==> config.mk <==
export PLATFORM = sky130hd
export DESIGN_NAME = multi_channel_soft_timer_bank_unit_flat
export DESIGN_NICKNAME = d
export VERILOG_FILES = /design/src/rtl/core/stb_pkg.sv /design/src/rtl/core/stb_cmd_if.sv /design/src/rtl/core/stb_rsp_if.sv /design/src/rtl/core/stb_ctrl.sv /design/src/rtl/core/stb_datapath.sv /design/src/rtl/core/multi_channel_soft_timer_bank_unit.sv /design/src/flat_wrapper.sv
export SDC_FILE = /design/constraint.sdc
export NUM_CORES = 1
export LEC_CHECK = 0
export BUFFER_PORTS_ARGS = -buffer_cell sky130_fd_sc_hd__buf_4
export CAP_MARGIN = 20
export CORE_ASPECT_RATIO = 1.1
export CORE_MARGIN = 4
export CORE_UTILIZATION = 30
export CTS_BUF_LIST = sky130_fd_sc_hd__clkbuf_16
export DETAILED_ROUTE_END_ITERATION = 8
export PLACE_DENSITY = 0.4
export RECOVER_POWER = 50
export SLEW_MARGIN = 20
export SYNTH_ARGS = -nofsm -noshare
export SYNTH_HDL_FRONTEND = slang
export SYNTH_SLANG_ARGS = --single-unit
==> constraint.sdc <==
create_clock -name clk -period 7.4 [get_ports clk]
set_input_delay 0.37 -clock clk [delete_from_list [all_inputs] [get_ports clk]]
set_output_delay 0.37 -clock clk [all_outputs]
set_load 0.005 [all_outputs]
==> src/rtl/core/stb_pkg.sv <==
// ----------------------------------------------------------------------------
// stb_pkg
// Shared types and constants for the soft timer bank: bank size, opcodes and
// the command / status bundles between controller and datapath.
// ----------------------------------------------------------------------------
package stb_pkg;

  localparam int NUM_TIMERS = 8;
  localparam int SLOT_W     = (NUM_TIMERS > 1) ? $clog2(NUM_TIMERS) : 1;
  localparam int OP_W       = 3;
  localparam int IDX_W      = 3;
  localparam int TIME_W     = 16;

  typedef enum logic [OP_W-1:0] {
    OP_TICK   = 3'd0,
    OP_CREATE = 3'd1,
    OP_DELETE = 3'd2,
    OP_START  = 3'd3,
    OP_STOP   = 3'd4,
    OP_RESET  = 3'd5,
    OP_CHECK  = 3'd6
  } opcode_t;

  typedef logic [SLOT_W-1:0] slot_t;

  // controller -> datapath
  typedef struct packed {
    logic  exec;        // execute the accepted transaction
    logic  sweep;       // advance one slot of a tick sweep
    slot_t sweep_slot;
  } ctl_cmd_t;

  // datapath -> controller
  typedef struct packed {
    logic is_tick;
  } dp_status_t;

endpackage

==> src/rtl/core/stb_cmd_if.sv <==
// ----------------------------------------------------------------------------
// stb_cmd_if
// Command channel of the soft timer bank: valid / ready plus command payload.
// ----------------------------------------------------------------------------
interface stb_cmd_if;

  logic                        valid;
  logic                        ready;
  logic [stb_pkg::OP_W-1:0]    opcode;
  logic [stb_pkg::IDX_W-1:0]   timer_index;
  logic [stb_pkg::TIME_W-1:0]  timeout_value;

  modport source (output valid, output opcode, output timer_index,
                  output timeout_value, input ready);
  modport sink   (input valid, input opcode, input timer_index,
                  input timeout_value, output ready);

endinterface

==> src/rtl/core/stb_rsp_if.sv <==
// ----------------------------------------------------------------------------
// stb_rsp_if
// Response channel of the soft timer bank: valid / ready plus expired bit.
// ----------------------------------------------------------------------------
interface stb_rsp_if;

  logic valid;
  logic ready;
  logic expired;

  modport source (output valid, output expired, input ready);
  modport sink   (input valid, input expired, output ready);

endinterface

==> src/rtl/core/stb_ctrl.sv <==
// ----------------------------------------------------------------------------
// stb_ctrl
// Controller: command handshake, response valid, and the slot sweep that
// carries out a tick one slot per cycle.
// ----------------------------------------------------------------------------
module stb_ctrl (
  input  logic                clk,
  input  logic                rst,
  input  logic                cmd_valid,
  output logic                cmd_ready,
  output logic                rsp_valid,
  input  logic                rsp_ready,
  input  stb_pkg::dp_status_t status,
  output stb_pkg::ctl_cmd_t   ctl
);

  typedef enum logic {
    ST_IDLE,
    ST_SWEEP
  } state_t;

  state_t         state;
  stb_pkg::slot_t slot;
  logic           accept;
  logic           last_slot;

  assign cmd_ready = (state == ST_IDLE) && (!rsp_valid || rsp_ready);
  assign accept    = cmd_valid && cmd_ready;
  assign last_slot = (slot == stb_pkg::SLOT_W'(stb_pkg::NUM_TIMERS - 1));

  assign ctl.exec       = accept;
  assign ctl.sweep      = (state == ST_SWEEP);
  assign ctl.sweep_slot = slot;

  always_ff @(posedge clk) begin
    if (rst) begin
      state     <= ST_IDLE;
      slot      <= '0;
      rsp_valid <= 1'b0;
    end else begin
      // every transaction answers at once; a tick then sweeps the bank
      if (accept) begin
        rsp_valid <= 1'b1;
      end else if (rsp_valid && rsp_ready) begin
        rsp_valid <= 1'b0;
      end
      unique case (state)
        ST_IDLE: begin
          if (accept && status.is_tick) begin
            state <= ST_SWEEP;
            slot  <= '0;
          end
        end
        ST_SWEEP: begin
          if (last_slot) begin
            state <= ST_IDLE;
            slot  <= '0;
          end else begin
            slot <= slot + 1'b1;
          end
        end
        default: state <= ST_IDLE;
      endcase
    end
  end

endmodule

==> src/rtl/core/stb_datapath.sv <==
// ----------------------------------------------------------------------------
// stb_datapath
// Datapath: per-slot counter, period, expired flag and run bit, the slot
// update for one sweep step, the per-command slot updates, and the response register.
// ----------------------------------------------------------------------------
module stb_datapath (
  input  logic                              clk,
  input  logic                              rst,
  input  stb_pkg::ctl_cmd_t                 ctl,
  input  logic [stb_pkg::OP_W-1:0]          opcode,
  input  logic [stb_pkg::IDX_W-1:0]         timer_index,
  input  logic [stb_pkg::TIME_W-1:0]        timeout_value,
  output stb_pkg::dp_status_t               status,
  output logic                              expired
);

  logic [stb_pkg::TIME_W-1:0] tick_count   [stb_pkg::NUM_TIMERS];
  logic [stb_pkg::TIME_W-1:0] period       [stb_pkg::NUM_TIMERS];
  logic                       expired_flag [stb_pkg::NUM_TIMERS];
  logic                       running      [stb_pkg::NUM_TIMERS];

  stb_pkg::opcode_t           op;
  stb_pkg::slot_t             cmd_slot;
  logic                       idx_ok;
  logic [stb_pkg::TIME_W-1:0] count_inc;
  logic                       wrap;

  assign op             = stb_pkg::opcode_t'(opcode);
  assign cmd_slot       = stb_pkg::SLOT_W'(timer_index);
  assign idx_ok         = (32'(timer_index) < stb_pkg::NUM_TIMERS);
  assign status.is_tick = (op == stb_pkg::OP_TICK);

  // one slot of the tick sweep
  assign count_inc = tick_count[ctl.sweep_slot] + 1'b1;
  assign wrap      = (count_inc == period[ctl.sweep_slot]);

  always_ff @(posedge clk) begin
    if (rst) begin
      for (int s = 0; s < stb_pkg::NUM_TIMERS; s++) begin
        tick_count[s]   <= '0;
        period[s]       <= '0;
        expired_flag[s] <= 1'b0;
        running[s]      <= 1'b0;
      end
      expired <= 1'b0;
    end else begin
      if (ctl.sweep) begin
        if (running[ctl.sweep_slot]) begin
          tick_count[ctl.sweep_slot] <= wrap ? '0 : count_inc;
          if (wrap) begin
            expired_flag[ctl.sweep_slot] <= 1'b1;
          end
        end
      end
      if (ctl.exec) begin
        // only a check answers with the flag, everything else answers 0
        expired <= idx_ok && (op == stb_pkg::OP_CHECK) && expired_flag[cmd_slot];
        if (idx_ok) begin
          unique case (op)
            stb_pkg::OP_CREATE: begin
              if (period[cmd_slot] == '0) begin
                period[cmd_slot]       <= timeout_value;
                tick_count[cmd_slot]   <= '0;
                expired_flag[cmd_slot] <= 1'b0;
                running[cmd_slot]      <= 1'b0;
              end
            end
            stb_pkg::OP_DELETE: begin
              period[cmd_slot]       <= '0;
              tick_count[cmd_slot]   <= '0;
              expired_flag[cmd_slot] <= 1'b0;
              running[cmd_slot]      <= 1'b0;
            end
            stb_pkg::OP_START: begin
              if (period[cmd_slot] != '0) begin
                running[cmd_slot] <= 1'b1;
              end
            end
            stb_pkg::OP_STOP:  running[cmd_slot] <= 1'b0;
            stb_pkg::OP_RESET: tick_count[cmd_slot] <= '0;
            stb_pkg::OP_CHECK: expired_flag[cmd_slot] <= 1'b0;
            default: ;  // tick is handled by the sweep, unused code does nothing
          endcase
        end
      end
    end
  end

endmodule

==> src/rtl/core/multi_channel_soft_timer_bank_unit.sv <==
// ----------------------------------------------------------------------------
// multi_channel_soft_timer_bank_unit
// Bank of periodic soft timers driven by a command stream; every command
// returns one response carrying the expired bit.
// ----------------------------------------------------------------------------
//  channel | dir | payload                                  | handshake
//  cmd     | in  | opcode[2:0] timer_index[2:0] timeout[15:0] | valid/ready
//  rsp     | out | expired                                  | valid/ready
//
//  slot commands act in the accept cycle; a tick is then carried out by the
//  sweep, which updates one slot per cycle through a single counter adder.
//  the response register is loaded in the accept cycle; cmd.ready is low
//  during a sweep and while an untaken response is held.
//  synchronous reset clears every slot and the response valid.
// ----------------------------------------------------------------------------
module multi_channel_soft_timer_bank_unit (
  input  logic      clk,
  input  logic      rst,
  stb_cmd_if.sink   cmd,
  stb_rsp_if.source rsp
);

  stb_pkg::ctl_cmd_t   ctl;
  stb_pkg::dp_status_t status;

  stb_ctrl u_ctrl (
    .clk       (clk),
    .rst       (rst),
    .cmd_valid (cmd.valid),
    .cmd_ready (cmd.ready),
    .rsp_valid (rsp.valid),
    .rsp_ready (rsp.ready),
    .status    (status),
    .ctl       (ctl)
  );

  stb_datapath u_datapath (
    .clk           (clk),
    .rst           (rst),
    .ctl           (ctl),
    .opcode        (cmd.opcode),
    .timer_index   (cmd.timer_index),
    .timeout_value (cmd.timeout_value),
    .status        (status),
    .expired       (rsp.expired)
  );

endmodule

==> src/flat_wrapper.sv <==
// flat-port wrapper written by rule: the top's interface ports become plain ports
module multi_channel_soft_timer_bank_unit_flat 
  (clk, rst, cmd_valid, cmd_opcode, cmd_timer_index, cmd_timeout_value, cmd_ready, rsp_valid, rsp_expired, rsp_ready);
  stb_cmd_if cmd_i ();
  stb_rsp_if rsp_i ();
  input  logic clk;
  input  logic rst;
  input wire logic [$bits(cmd_i.valid)-1:0] cmd_valid;
  input wire logic [$bits(cmd_i.opcode)-1:0] cmd_opcode;
  input wire logic [$bits(cmd_i.timer_index)-1:0] cmd_timer_index;
  input wire logic [$bits(cmd_i.timeout_value)-1:0] cmd_timeout_value;
  output wire logic [$bits(cmd_i.ready)-1:0] cmd_ready;
  output wire logic [$bits(rsp_i.valid)-1:0] rsp_valid;
  output wire logic [$bits(rsp_i.expired)-1:0] rsp_expired;
  input wire logic [$bits(rsp_i.ready)-1:0] rsp_ready;
  assign cmd_i.valid = cmd_valid;
  assign cmd_i.opcode = cmd_opcode;
  assign cmd_i.timer_index = cmd_timer_index;
  assign cmd_i.timeout_value = cmd_timeout_value;
  assign cmd_ready = cmd_i.ready;
  assign rsp_valid = rsp_i.valid;
  assign rsp_expired = rsp_i.expired;
  assign rsp_i.ready = rsp_ready;
  multi_channel_soft_timer_bank_unit u_core (.clk(clk), .rst(rst), .cmd(cmd_i), .rsp(rsp_i));
endmodule
After elaboration in Yosys (flattened, before gate mapping)

Memory sizes are Yosys's and may differ from the RTL's. A register that Yosys moved wholly into a read port is not among the register bits.
Cells that the tools add are included.

Add/subtract/negate cells: 2
Equal/unequal tests: 9
Mux-type cells: 78
Bitwise operators: 9
Reduce and logical (&&, ||, !) cells: 17

Operators with widths:

| cell                                                             | number |
|---|---|
| 16-bit 2-to-1 mux                                                | 7 |
| 1-bit 2-to-1 mux                                                 | 55 |
| 16-bit OR reduction                                              | 3 |
| 3-bit 2-to-1 mux                                                 | 14 |
| 16-bit by 1-bit adder with 16-bit output (second input constant) | 1 |
| 16-bit == test                                                   | 1 |
| 16-bit logical NOT                                               | 1 |
| 16-bit nonzero test                                              | 1 |
| 3-bit == test (second input constant)                            | 4 |
| 1-bit OR                                                         | 8 |
| 3-bit by 2-bit == test with 1-bit output (second input constant) | 2 |
| 3-bit case mux with 2 select lines                               | 1 |
| 1-bit logical AND                                                | 5 |
| 3-bit by 1-bit adder with 3-bit output (second input constant)   | 1 |
| 3-bit by 1-bit == test with 1-bit output (second input constant) | 1 |
| 3-bit logical NOT                                                | 1 |
| 1-bit OR reduction                                               | 3 |
| 2-bit by 1-bit != test with 1-bit output (second input constant) | 1 |
| 1-bit case mux with 2 select lines                               | 1 |
| 2-bit nonzero test                                               | 1 |
| 1-bit logical NOT                                                | 1 |
| 1-bit logical OR                                                 | 1 |
| 1-bit inverter                                                   | 1 |

Register bits after elaboration: 6
Memory bits (writable): 272
Input bits: 26
Output and inout bits: 3
Word-level logic and storage cells: 123
Memories kept: 4

Memories:

| memory                         | words | width | read ports | clocked after Yosys merged registers in | wr ports | line               | text |
|---|---|---|---|---|---|---|---|
| u_core.u_datapath.period       | 8     | 16    | 2          | 1                                       | 8        | stb_datapath.sv:18 | `logic [stb_pkg::TIME_W-1:0] period [stb_pkg::NUM_TIMERS];` |
| u_core.u_datapath.tick_count   | 8     | 16    | 1          | 1                                       | 8        | stb_datapath.sv:17 | `logic [stb_pkg::TIME_W-1:0] tick_count [stb_pkg::NUM_TIMERS];` |
| u_core.u_datapath.expired_flag | 8     | 1     | 1          | 0                                       | 8        | stb_datapath.sv:19 | `logic expired_flag [stb_pkg::NUM_TIMERS];` |
| u_core.u_datapath.running      | 8     | 1     | 1          | 1                                       | 8        | stb_datapath.sv:20 | `logic running [stb_pkg::NUM_TIMERS];` |

Longest topological paths before layout

Gate-level depths: netlist (run 1).

Depth after elaboration: 12
Gate-level depth with buffers: 16
Depth with buffers taken out: 11

Modules after synthesis

Synthesis (run 1) repeated with hierarchy kept, for this count alone.

Cells, all modules: 1406
Area, all modules: 14357.5 um2

Modules (own cells, without submodules):

| module       | instances | cells an instance | area each (um2) | sequential area each (um2) |
|---|---|---|---|---|
| stb_datapath | 1         | 1381              | 14108.5         | 6826.5 |
| stb_ctrl     | 1         | 25                | 249.0           | 100.1 |

Worst setup path before layout (run 1)

No wires, ideal clock.

Kind: register -> register
From: register (tool-made name)
To: memory u_core.u_datapath.expired_flag[5] (enable)
Setup time: 0.293 ns
Arrival: 3.274 ns
Required time: 7.107 ns
Path slack: 3.833 ns
Stages on the path, launching flop included: 16
Path buffers: 4
Period minus slack after synthesis: 3.567 ns
Path through: dfxtp_1 buf_6 buf_12 mux4_2 mux2i_1 inv_2 ha_1 inv_1 or4_1 xnor2_1 nor4_1 nand4_1 nor4b_2 buf_4 buf_4 a41o_1

RTL lines:

| item      | line |
|---|---|
| to (decl) | stb_datapath.sv:19 |

==> flow_metrics.env, run 1 <==
export IMPL_status="finished, violations left"
export IMPL_violations="capacitance limit, slew limit"
export IMPL_rsz0062_at_grt="false"
export IMPL_grt_usage=0.180
export IMPL_yosys_register_bits=281
export IMPL_peakVddDrop_v=0.000126
export IMPL_insertedDiodeCount=0
export IMPL_avgSynthCellArea_sq_um=12.9
export IMPL_crit_path_max_fanout=80
export IMPL_cp_required_ns=7.64
export IMPL_initial_utilization=0.304
export IMPL_yosysWarnings=0
export IMPL_first_pass_iters=5
export IMPL_arrival_ns=5.48
export IMPL_coreArea_sq_um=48900
export IMPL_io_buffers=28
export IMPL_placedInstanceArea_sq_um=15500
export IMPL_cts_setup_buffers=0
export IMPL_dp_cells=1774
export IMPL_fp_dieW_um=220
export IMPL_holdBufCountCts=0
export IMPL_leakage_nw=5.32
export IMPL_drive_gt1_frac=0.201
export IMPL_maxCapViolCount=3
export IMPL_post_route_period_util=0.708
export IMPL_final_cell_mix="272 x edfxtp_1, 172 x nor2_1, 108 x nand2_1, 64 x mux4_2, 60 x a21oi_2"
export IMPL_gp_congestion=0.796
export IMPL_hold_violations=0
export IMPL_async_flop_share=0
export IMPL_final_util=0.341
export IMPL_hold_ws_ns=0.147
export IMPL_slew_limit_headroom=-0.0988
export IMPL_grt_pass1_vias=10100
export IMPL_ys_flop_type="edfxtp_1"
export IMPL_synth_area_leaders="edfxtp_1 55%, mux4_2 9.7%, nor2_1 4.3%"
export IMPL_cts_max_level=2
export IMPL_ys_types=76
export IMPL_clock_fmax_ghz=0.191
export IMPL_clock_latency_ns=0.54
export IMPL_syn_num_nets=1183
export IMPL_ys_seq_area_frac=0.562
export IMPL_wire_per_inst_um=25.9
export IMPL_layout_min_cycle_time_ns=5.24
export IMPL_clk_pin_slew_ns=0.06
export IMPL_final_cells=1837
export IMPL_cts_buffers=35
export IMPL_tightest_slew_ns=1.65
export IMPL_slew_viol_final=51
export IMPL_drcViolationCount=0
export IMPL_layout_commonest_cell="edfxtp_1"
export IMPL_vias=9782
export IMPL_finalSetupViolCount=0
export IMPL_clock_sinks=281
export IMPL_grt_pass1_wl_um=70000
export IMPL_skew_ns=0.0119
export IMPL_worst_setup_path_start_kind="flip-flop"
export IMPL_row_count=85
export IMPL_drt_iter0_drc=796
export IMPL_drt_wl_total_um=47700
export IMPL_io_pins=29
export IMPL_end_kind="flip-flop"
export IMPL_syn2layout_area_growth_pct=12.2
export IMPL_cts_resized=0
export IMPL_die_height_um=241
export IMPL_fin_nets=1188
export IMPL_antenna_found_initial=0
export IMPL_post_synth_top_area_cell="edfxtp_1"
export IMPL_synthCells=1154
export IMPL_overflow=0
export IMPL_syn_area_sq_um=14900
export IMPL_postRouteAntennaNets=0
export IMPL_cts_tree="done"
export IMPL_hold_class="input pin to flip-flop"
export IMPL_fin_area_sq_um=16700
export IMPL_clock_root_buffer="clkbuf_16"
export IMPL_p_per_area_nw_per_um2=232
export IMPL_clk_path_buf_depth=3
export IMPL_path_class="flip-flop to flip-flop"
export IMPL_setup_tns_ns=0
export IMPL_via_per_inst=5.32
export IMPL_hpwl_um=31300
export IMPL_netlist_area_leader_share=0.550
export IMPL_synth_edff_count=272
export IMPL_die_area_sq_um=53100
export IMPL_grt_start_max_net_pins=81
-- registers in the layout, indices dropped and copies added, names as in the netlist, named ones only --
signal and flops:
u_core.u_datapath.period 128, u_core.u_datapath.tick_count 128, u_core.u_datapath.expired_flag 8, u_core.u_datapath.running 8, u_core.u_ctrl.slot 3, u_core.u_ctrl.rsp_valid 1
u_core.u_ctrl.state 1, u_core.u_datapath.expired 1
-- final cells by class --
cell class | instances | area, sq um
multi-input cells | 774 | 5910
clock buffers | 37 | 926
well taps | 652 | 816
fillers | 4906 | 32300
clock inverters | 26 | 229
inverters | 18 | 67.6
flip-flops and latches | 281 | 8360
repair buffers | 49 | 354
-- critical path, stage by stage (launching register included) --
cell,delay [ns]
dfxtp_4,0.94
mux4_2,0.37
mux2i_1,0.12
inv_2,0.18
ha_1,0.24
inv_1,0.10
nor4_1,0.59
nand3_1,0.21
xor2_2,0.32
xor2_1,0.37
o211a_4,0.75
buf_12,0.47
a211oi_1,0.15
-- report_power, final --
group / total [mW] / internal, mW / switching [mW]
combinational: 0.284 / 0.0853 / 0.198
clock: 1.76 / 1.07 / 0.687
sequential: 1.83 / 1.80 / 0.0328
total: 3.87 / 2.95 / 0.918
-- cells in the mapped netlist, types with 17 or more instances --
cell type / n
nand3_1: 25
mux4_2: 64
edfxtp_1: 272
buf_4: 17
nor4_1: 27
clkbuf_1: 36
xnor2_1: 24
a21oi_2: 60
a21oi_1: 18
mux2i_1: 27
nor3_1: 21
nand2_1: 108
a211oi_1: 58
nor2_1: 172
-- worst paths after layout --
| kind | startpoint | to | cells after the start | slack [ns] |
|---|---|---|---|---|
| hold / removal | rsp_ready | u_core.u_ctrl.rsp_valid | 3 | 0.15 |
| setup / recovery | flip-flop | u_core.u_datapath.tick_count[1][15] | 12 | 2.16 |
| hold reg to reg | u_core.u_datapath.expired | u_core.u_datapath.expired | 2 | 0.50 |
| setup reg to reg | flip-flop | u_core.u_datapath.tick_count[1][15] | 12 | 2.16 |
-- stage by stage --
stage | setup WS [ns] | total power [mW]
2_1_floorplan | 3.83 | 2.04
3_3_place_gp | 2.07 | 2.15
3_5_place_dp | 1.97 | 2.15
4_1_cts | 1.97 | 3.92
5_1_grt | 1.67 | 4.00
6_report | 2.16 | 3.87
-- cells by family (layout without fill, tap and decap cells) --
logic type,count (synthesis),count (layout),synth area share
AND/OR/NAND/NOR,430,430,0.139
flip-flops,281,281,0.562
AO/OA/AOI/OAI,200,200,0.105
multiplexers,101,101,0.124
buffers and inverters,99,130,0.0418
XOR/XNOR,40,40,0.0259
adder cells (fa/ha/maj),3,3,0.00253
-- per-layer routing --
metal / share of wire / track usage / vias to the layer above / wire length (um)
met3: 0.038 / 0.0266 / 87 / 1790
met1: 0.43 / 0.233 / 5014 / 20400
met4: 0.032 / 0.0619 / 0 / 1500
met2: 0.50 / 0.310 / 229 / 24000
met5: 0 / 0 / - / 0
li1: - / - / 4452 / -
Power figures use the tool's default switching activity.
==> inputs of run 2 (changes only) <==
--- a/config.mk
+++ b/config.mk
@@ -12,7 +12,7 @@
 export CORE_UTILIZATION = 30
 export CTS_BUF_LIST = sky130_fd_sc_hd__clkbuf_16
 export DETAILED_ROUTE_END_ITERATION = 8
-export PLACE_DENSITY = 0.4
+export PLACE_DENSITY = 0.42
 export RECOVER_POWER = 50
 export SLEW_MARGIN = 20
 export SYNTH_ARGS = -nofsm -noshare
==> constraint.sdc (replaced) <==
create_clock -name clk -period 4.7 [get_ports clk]
set_input_delay 0.235 -clock clk [delete_from_list [all_inputs] [get_ports clk]]
set_output_delay 0.235 -clock clk [all_outputs]
set_load 0.005 [all_outputs]
==> flow_metrics.env, run 2 (synthesized netlist as in run 1, its figures left out) <==
export IMPL_clk_pin_slew_ns=0.05
export IMPL_gp_congestion=0.790
export IMPL_hold_class="input pin to flip-flop"
export IMPL_clk_path_buf_depth=3
export IMPL_layout_commonest_cell="edfxtp_1"
export IMPL_grt_usage=0.182
export IMPL_ff2ff_path_depth=11
export IMPL_antenna_found_initial=0
export IMPL_r2r_setup_slack_ns=0.53
export IMPL_p_int_mw=4.46
export IMPL_place_worst_setup_slack_ns=0.508
export IMPL_status="finished, violations left"
export IMPL_worst_setup_path_start_kind="input pin"
export IMPL_drt_iter0_drc=683
export IMPL_wire_per_inst_um=25.2
export IMPL_fin_nets=1243
export IMPL_end_kind="flip-flop"
export IMPL_clock_power_share=0.429
export IMPL_overflow=0
export IMPL_grt_pass1_wl_um=71100
export IMPL_peakVddDrop_v=0.000231
export IMPL_fillCellCount=4869
export IMPL_first_pass_iters=5
export IMPL_hpwl_um=32600
export IMPL_drcViolationCount=0
export IMPL_drt_wl_total_um=47700
export IMPL_hold_violations=0
export IMPL_cts_resized=0
export IMPL_violations="capacitance limit, slew limit"
export IMPL_slew_limit_headroom=-0.0332
export IMPL_switching_share=0.244
export IMPL_die_area_sq_um=53100
export IMPL_io_buffers=28
export IMPL_cts_buffers=36
export IMPL_layout_min_cycle_time_ns=4.31
export IMPL_maxCapViolCount=1
export IMPL_hold_start="rst"
export IMPL_multi_input_area_sq_um=5910
export IMPL_leakage_nw=5.56
export IMPL_initial_utilization=0.304
export IMPL_post_route_period_util=0.916
export IMPL_final_cell_mix="272 x edfxtp_1, 172 x nor2_1, 108 x nand2_1, 70 x buf_4, 64 x mux4_2"
export IMPL_insertedDiodeCount=0
export IMPL_crit_path_max_fanout=29
export IMPL_io_pins=29
export IMPL_r2r_end="u_core.u_datapath.tick_count[6][7]"
export IMPL_placedInstanceArea_sq_um=16100
export IMPL_rsz0062_at_grt="false"
export IMPL_slew_viol_final=30
export IMPL_postRouteAntennaNets=0
export IMPL_die_height_um=241
export IMPL_hold_path_endpoint="u_core.u_datapath.expired"
export IMPL_regArea_sq_um=8360
export IMPL_clock_sinks=281
export IMPL_syn2layout_area_growth_pct=15.2
export IMPL_cts_tree="done"
export IMPL_setup_ws_ns=0.394
export IMPL_clock_fmax_ghz=0.232
export IMPL_seqPwrFrac=0.487
export IMPL_clock_root_buffer="clkbuf_16"
export IMPL_hold_depth=2
export IMPL_top_regs="u_core.u_datapath.period x128, u_core.u_datapath.tick_count x128"
export IMPL_arrival_ns=4.47
export IMPL_grt_start_max_net_pins=47
export IMPL_setup_tns_ns=0
export IMPL_p_sw_mw=1.44
export IMPL_coreArea_sq_um=48900
export IMPL_path_class="input pin to flip-flop"
export IMPL_p_comb_frac=0.084
export IMPL_drive_gt1_frac=0.234
export IMPL_vias=10000
export IMPL_grt_pass1_vias=10500
export IMPL_tightest_slew_ns=1.55
export IMPL_clock_latency_ns=0.54
export IMPL_row_count=85
export IMPL_via_per_inst=5.30
export IMPL_cp_required_ns=4.86
export IMPL_cts_max_level=2
export IMPL_fin_area_sq_um=17100
export IMPL_finalSetupViolCount=0
export IMPL_p_per_area_nw_per_um2=345
export IMPL_fp_dieW_um=220
export IMPL_skew_ns=0.0170
==> run 2: cell count changes in the layout (fill, tap and decap cells not counted), moves of 3 or more <==
cell and change:
buf_12 +13, buf_4 +32, bufinv_16 -4, clkbuf_2 +6
clkinv_2 +3, inv_1 -3
==> run 2: worst max-delay path by stage <==
stage | startpoint | endpoint | slack, ns
floorplan | flip-flop | u_core.u_datapath.expired_flag[5] | 1.13
global placement | flip-flop | u_core.u_datapath.tick_count[6][7] | 0.57
detailed placement | flip-flop | u_core.u_datapath.tick_count[6][7] | 0.51
CTS | flip-flop | u_core.u_datapath.tick_count[6][7] | 0.52
global route | cmd_timer_index[0] | u_core.u_datapath.period[0][8] | 0.15
finish | cmd_timer_index[0] | u_core.u_datapath.tick_count[6][14] | 0.39
==> run 2: through the flow <==
step / hold WS, ns / util / power [mW] / std cells
after global placement: 0.476 / 0.329 / 3.43 / 1827
after CTS: 0.0507 / 0.351 / 5.98 / 1890
after floorplan: 0.456 / - / 3.21 / 1154
final: 0.0744 / 0.350 / 5.90 / 1890
after detailed placement: 0.487 / 0.329 / 3.43 / 1827
after global routing: 0.0915 / 0.350 / 6.11 / 1890
==> run 2: cell type report <==
type,instances,share of cell area
sequential,281,0.488
multi-input combinational,774,0.346
clock buffer,37,0.0541
timing repair buffer,103,0.0527
tap,652,0.0477
clock inverter,25,0.00768
inverter,18,0.00395
==> run 2: per-layer routing <==
metal,vias up,GRT usage,routed length [um]
met5,-,0,0
li1,4567,-,-
met4,0,0.0622,1560
met3,90,0.0253,1970
met1,5099,0.238,20500
met2,257,0.312,23700
==> run 2: worst max-delay path, cell delays in order <==
cell and delay (ns):
clkbuf_1 1.08, or4b_2 0.69, nor4_1 0.27, a2bb2oi_1 0.28, o32a_1 0.28, and3_1 0.20
o21ai_0 0.08, a21boi_1 0.55, a211o_1 0.22, clkbuf_2 0.55
==> run 2: what timing repair did <==
| item | CTS | global route |
|---|---|---|
| hold buffers | 1 | 0 |
| setup buffers | 0 | 0 |
| endpoints found under the hold margin | 1 | 0 |
==> run 2: power by group through the flow <==
| stage | Clock, mW | Sequential [mW] | Combinational, mW |
|---|---|---|---|
| 2_1_floorplan | 0 | 2.90 | 0.313 |
| 3_3_place_gp | 0 | 2.93 | 0.506 |
| 3_5_place_dp | 0 | 2.93 | 0.506 |
| 4_1_cts | 2.59 | 2.87 | 0.508 |
| 5_1_grt | 2.69 | 2.88 | 0.536 |
| 6_report | 2.53 | 2.87 | 0.497 |
==> inputs of run 3 (changes only) <==
==> constraint.sdc (replaced) <==
create_clock -name clk -period 3.9 [get_ports clk]
set_input_delay 0.195 -clock clk [delete_from_list [all_inputs] [get_ports clk]]
set_output_delay 0.195 -clock clk [all_outputs]
set_load 0.005 [all_outputs]
==> flow_metrics.env, run 3 (synthesized netlist as in run 1, its figures left out) <==
export IMPL_grt_pass1_wl_um=70700
export IMPL_final_cells=1934
export IMPL_arrival_ns=4.04
export IMPL_peakVddDrop_v=0.000263
export IMPL_total_power_mw=7.07
export IMPL_maxCapViolCount=0
export IMPL_clock_fmax_ghz=0.261
export IMPL_end_kind="flip-flop"
export IMPL_leakage_nw=5.84
export IMPL_initial_utilization=0.304
export IMPL_status="finished, final reports clean"
export IMPL_insertedDiodeCount=0
export IMPL_hpwl_um=32600
export IMPL_clock_sinks=281
export IMPL_syn2layout_area_growth_pct=18.6
export IMPL_grt_usage=0.180
export IMPL_via_per_inst=5.19
export IMPL_path_class="flip-flop to flip-flop"
export IMPL_top_regs="u_core.u_datapath.period x128, u_core.u_datapath.tick_count x128"
export IMPL_cts_buffers=35
export IMPL_overflow=0
export IMPL_slew_limit_headroom=0.328
export IMPL_hold_path_endpoint="u_core.u_datapath.expired"
export IMPL_tightest_slew_ns=1.01
export IMPL_io_buffers=28
export IMPL_clk_path_buf_depth=3
export IMPL_worst_setup_path_start_kind="flip-flop"
export IMPL_io_pins=29
export IMPL_r2r_setup_slack_ns=0.06
export IMPL_finalSetupViolCount=0
export IMPL_die_area_sq_um=53100
export IMPL_fp_dieW_um=220
export IMPL_skew_ns=0.0196
export IMPL_grt_pass1_vias=10600
export IMPL_coreArea_sq_um=48900
export IMPL_p_int_mw=5.36
export IMPL_die_height_um=241
export IMPL_hold_depth=2
export IMPL_fillCellCount=4873
export IMPL_clk_pin_slew_ns=0.05
export IMPL_seqPwrFrac=0.489
export IMPL_fin_nets=1289
export IMPL_layout_min_cycle_time_ns=3.84
export IMPL_ff2ff_path_depth=10
export IMPL_antenna_found_initial=0
export IMPL_hold_start="rst"
export IMPL_crit_path_max_fanout=16
export IMPL_switching_share=0.241
export IMPL_clock_root_buffer="clkbuf_16"
export IMPL_p_comb_frac=0.089
export IMPL_vias=10000
export IMPL_r2r_end="u_core.u_datapath.tick_count[4][9]"
export IMPL_postRouteAntennaNets=0
export IMPL_drcViolationCount=0
export IMPL_cts_tree="done"
export IMPL_wire_per_inst_um=24.6
export IMPL_first_pass_iters=5
export IMPL_hold_violations=0
export IMPL_regArea_sq_um=8360
export IMPL_drive_gt1_frac=0.265
export IMPL_clock_latency_ns=0.55
export IMPL_p_sw_mw=1.70
export IMPL_layout_commonest_cell="edfxtp_1"
export IMPL_final_cell_mix="272 x edfxtp_1, 172 x nor2_1, 108 x nand2_1, 103 x buf_4, 64 x mux4_2"
export IMPL_slew_viol_final=0
export IMPL_clock_power_share=0.422
export IMPL_fin_area_sq_um=17600
export IMPL_post_route_period_util=0.983
export IMPL_row_count=85
export IMPL_cts_max_level=2
export IMPL_p_per_area_nw_per_um2=401
export IMPL_hold_class="input pin to flip-flop"
export IMPL_timing_rr_start="u_core.u_datapath.period[1][11]"
export IMPL_drt_wl_total_um=47500
export IMPL_gp_congestion=0.780
export IMPL_dp_cells=1868
export IMPL_grt_start_max_net_pins=49
export IMPL_drt_iter0_drc=617
export IMPL_placedInstanceArea_sq_um=16600
export IMPL_multi_input_area_sq_um=5970
export IMPL_cp_required_ns=4.11
run 3: cell count changes in the layout (fill, tap and decap cells not counted), sizes merged:
cell	previous run	this run
inv	24	26
clkbuf	55	57
clkinv	16	14
buf	84	127
bufbuf	0	1
clkinvlp	2	0
run 3: critical path, cell delays in order, from the launching register on:
cell and delay, ns:
edfxtp_1 0.40, or4b_2 0.70, o41ai_1 0.38, clkbuf_1 0.23, a311o_1 0.28, and3_1 0.20, o21ai_0 0.09, a21boi_1 0.16
clkbuf_1 0.53, a211o_1 0.22, buf_4 0.30
run 3: what timing repair did:
action | 4_1_cts | 5_1_grt
pin swaps | 0 | 4
gates cloned | 1 | 2
endpoints found under the setup margin | 16 | 125
setup buffers | 0 | 3
hold buffers | 1 | 0
gates resized for setup | 1 | 10
endpoints found under the hold margin | 1 | 0
run 3: stage by stage:
step | worst slack [ns] | TNS (ns) | hold slack, ns | util
after detailed placement | -0.00981 | -0.0204 | 0.484 | 0.339
after global placement | -0.0457 | -0.0457 | 0.475 | 0.338
final | 0.0646 | 0 | 0.0315 | 0.360
after CTS | 0.0184 | 0 | 0.0135 | 0.361
after global routing | -0.0218 | -0.0828 | 0.0494 | 0.360
after floorplan | 0.333 | 0 | 0.416 | -
run 3: worst max path at each step:
| stage | startpoint | to | slack (ns) |
|---|---|---|---|
| 2_1_floorplan | flip-flop | u_core.u_datapath.expired_flag[5] | 0.33 |
| 3_3_place_gp | flip-flop | u_core.u_datapath.tick_count[6][1] | -0.05 |
| 3_5_place_dp | flip-flop | u_core.u_datapath.tick_count[2][0] | -0.01 |
| 4_1_cts | flip-flop | u_core.u_datapath.tick_count[2][10] | 0.02 |
| 5_1_grt | flip-flop | u_core.u_datapath.expired_flag[0] | -0.02 |
| 6_report | u_core.u_datapath.period[1][11] | u_core.u_datapath.tick_count[4][9] | 0.06 |
run 3: final cells by class:
cell class,count,area share
clock buffers,36,0.0511
clock inverters,23,0.00774
repair buffers,150,0.0775
well taps,652,0.0463
multi-input cells,774,0.339
flip-flops and latches,281,0.474
inverters,18,0.00383
run 3: power by group through the flow:
| stage | registers (mW) | logic (mW) | clock network [mW] |
|---|---|---|---|
| after floorplan | 3.49 | 0.377 | 0 |
| after global placement | 3.52 | 0.646 | 0 |
| after detailed placement | 3.52 | 0.650 | 0 |
| after CTS | 3.46 | 0.652 | 3.07 |
| after global routing | 3.47 | 0.678 | 3.19 |
| final | 3.46 | 0.630 | 2.98 |
run 3: routing by layer:
metal  GRT usage  vias up  part of all wire
li1            -     4657                 -
met1       0.231     5124              0.43
met2       0.319      188              0.52
met3      0.0289       78             0.030
met4      0.0482        0             0.024
met5           0        -                 0
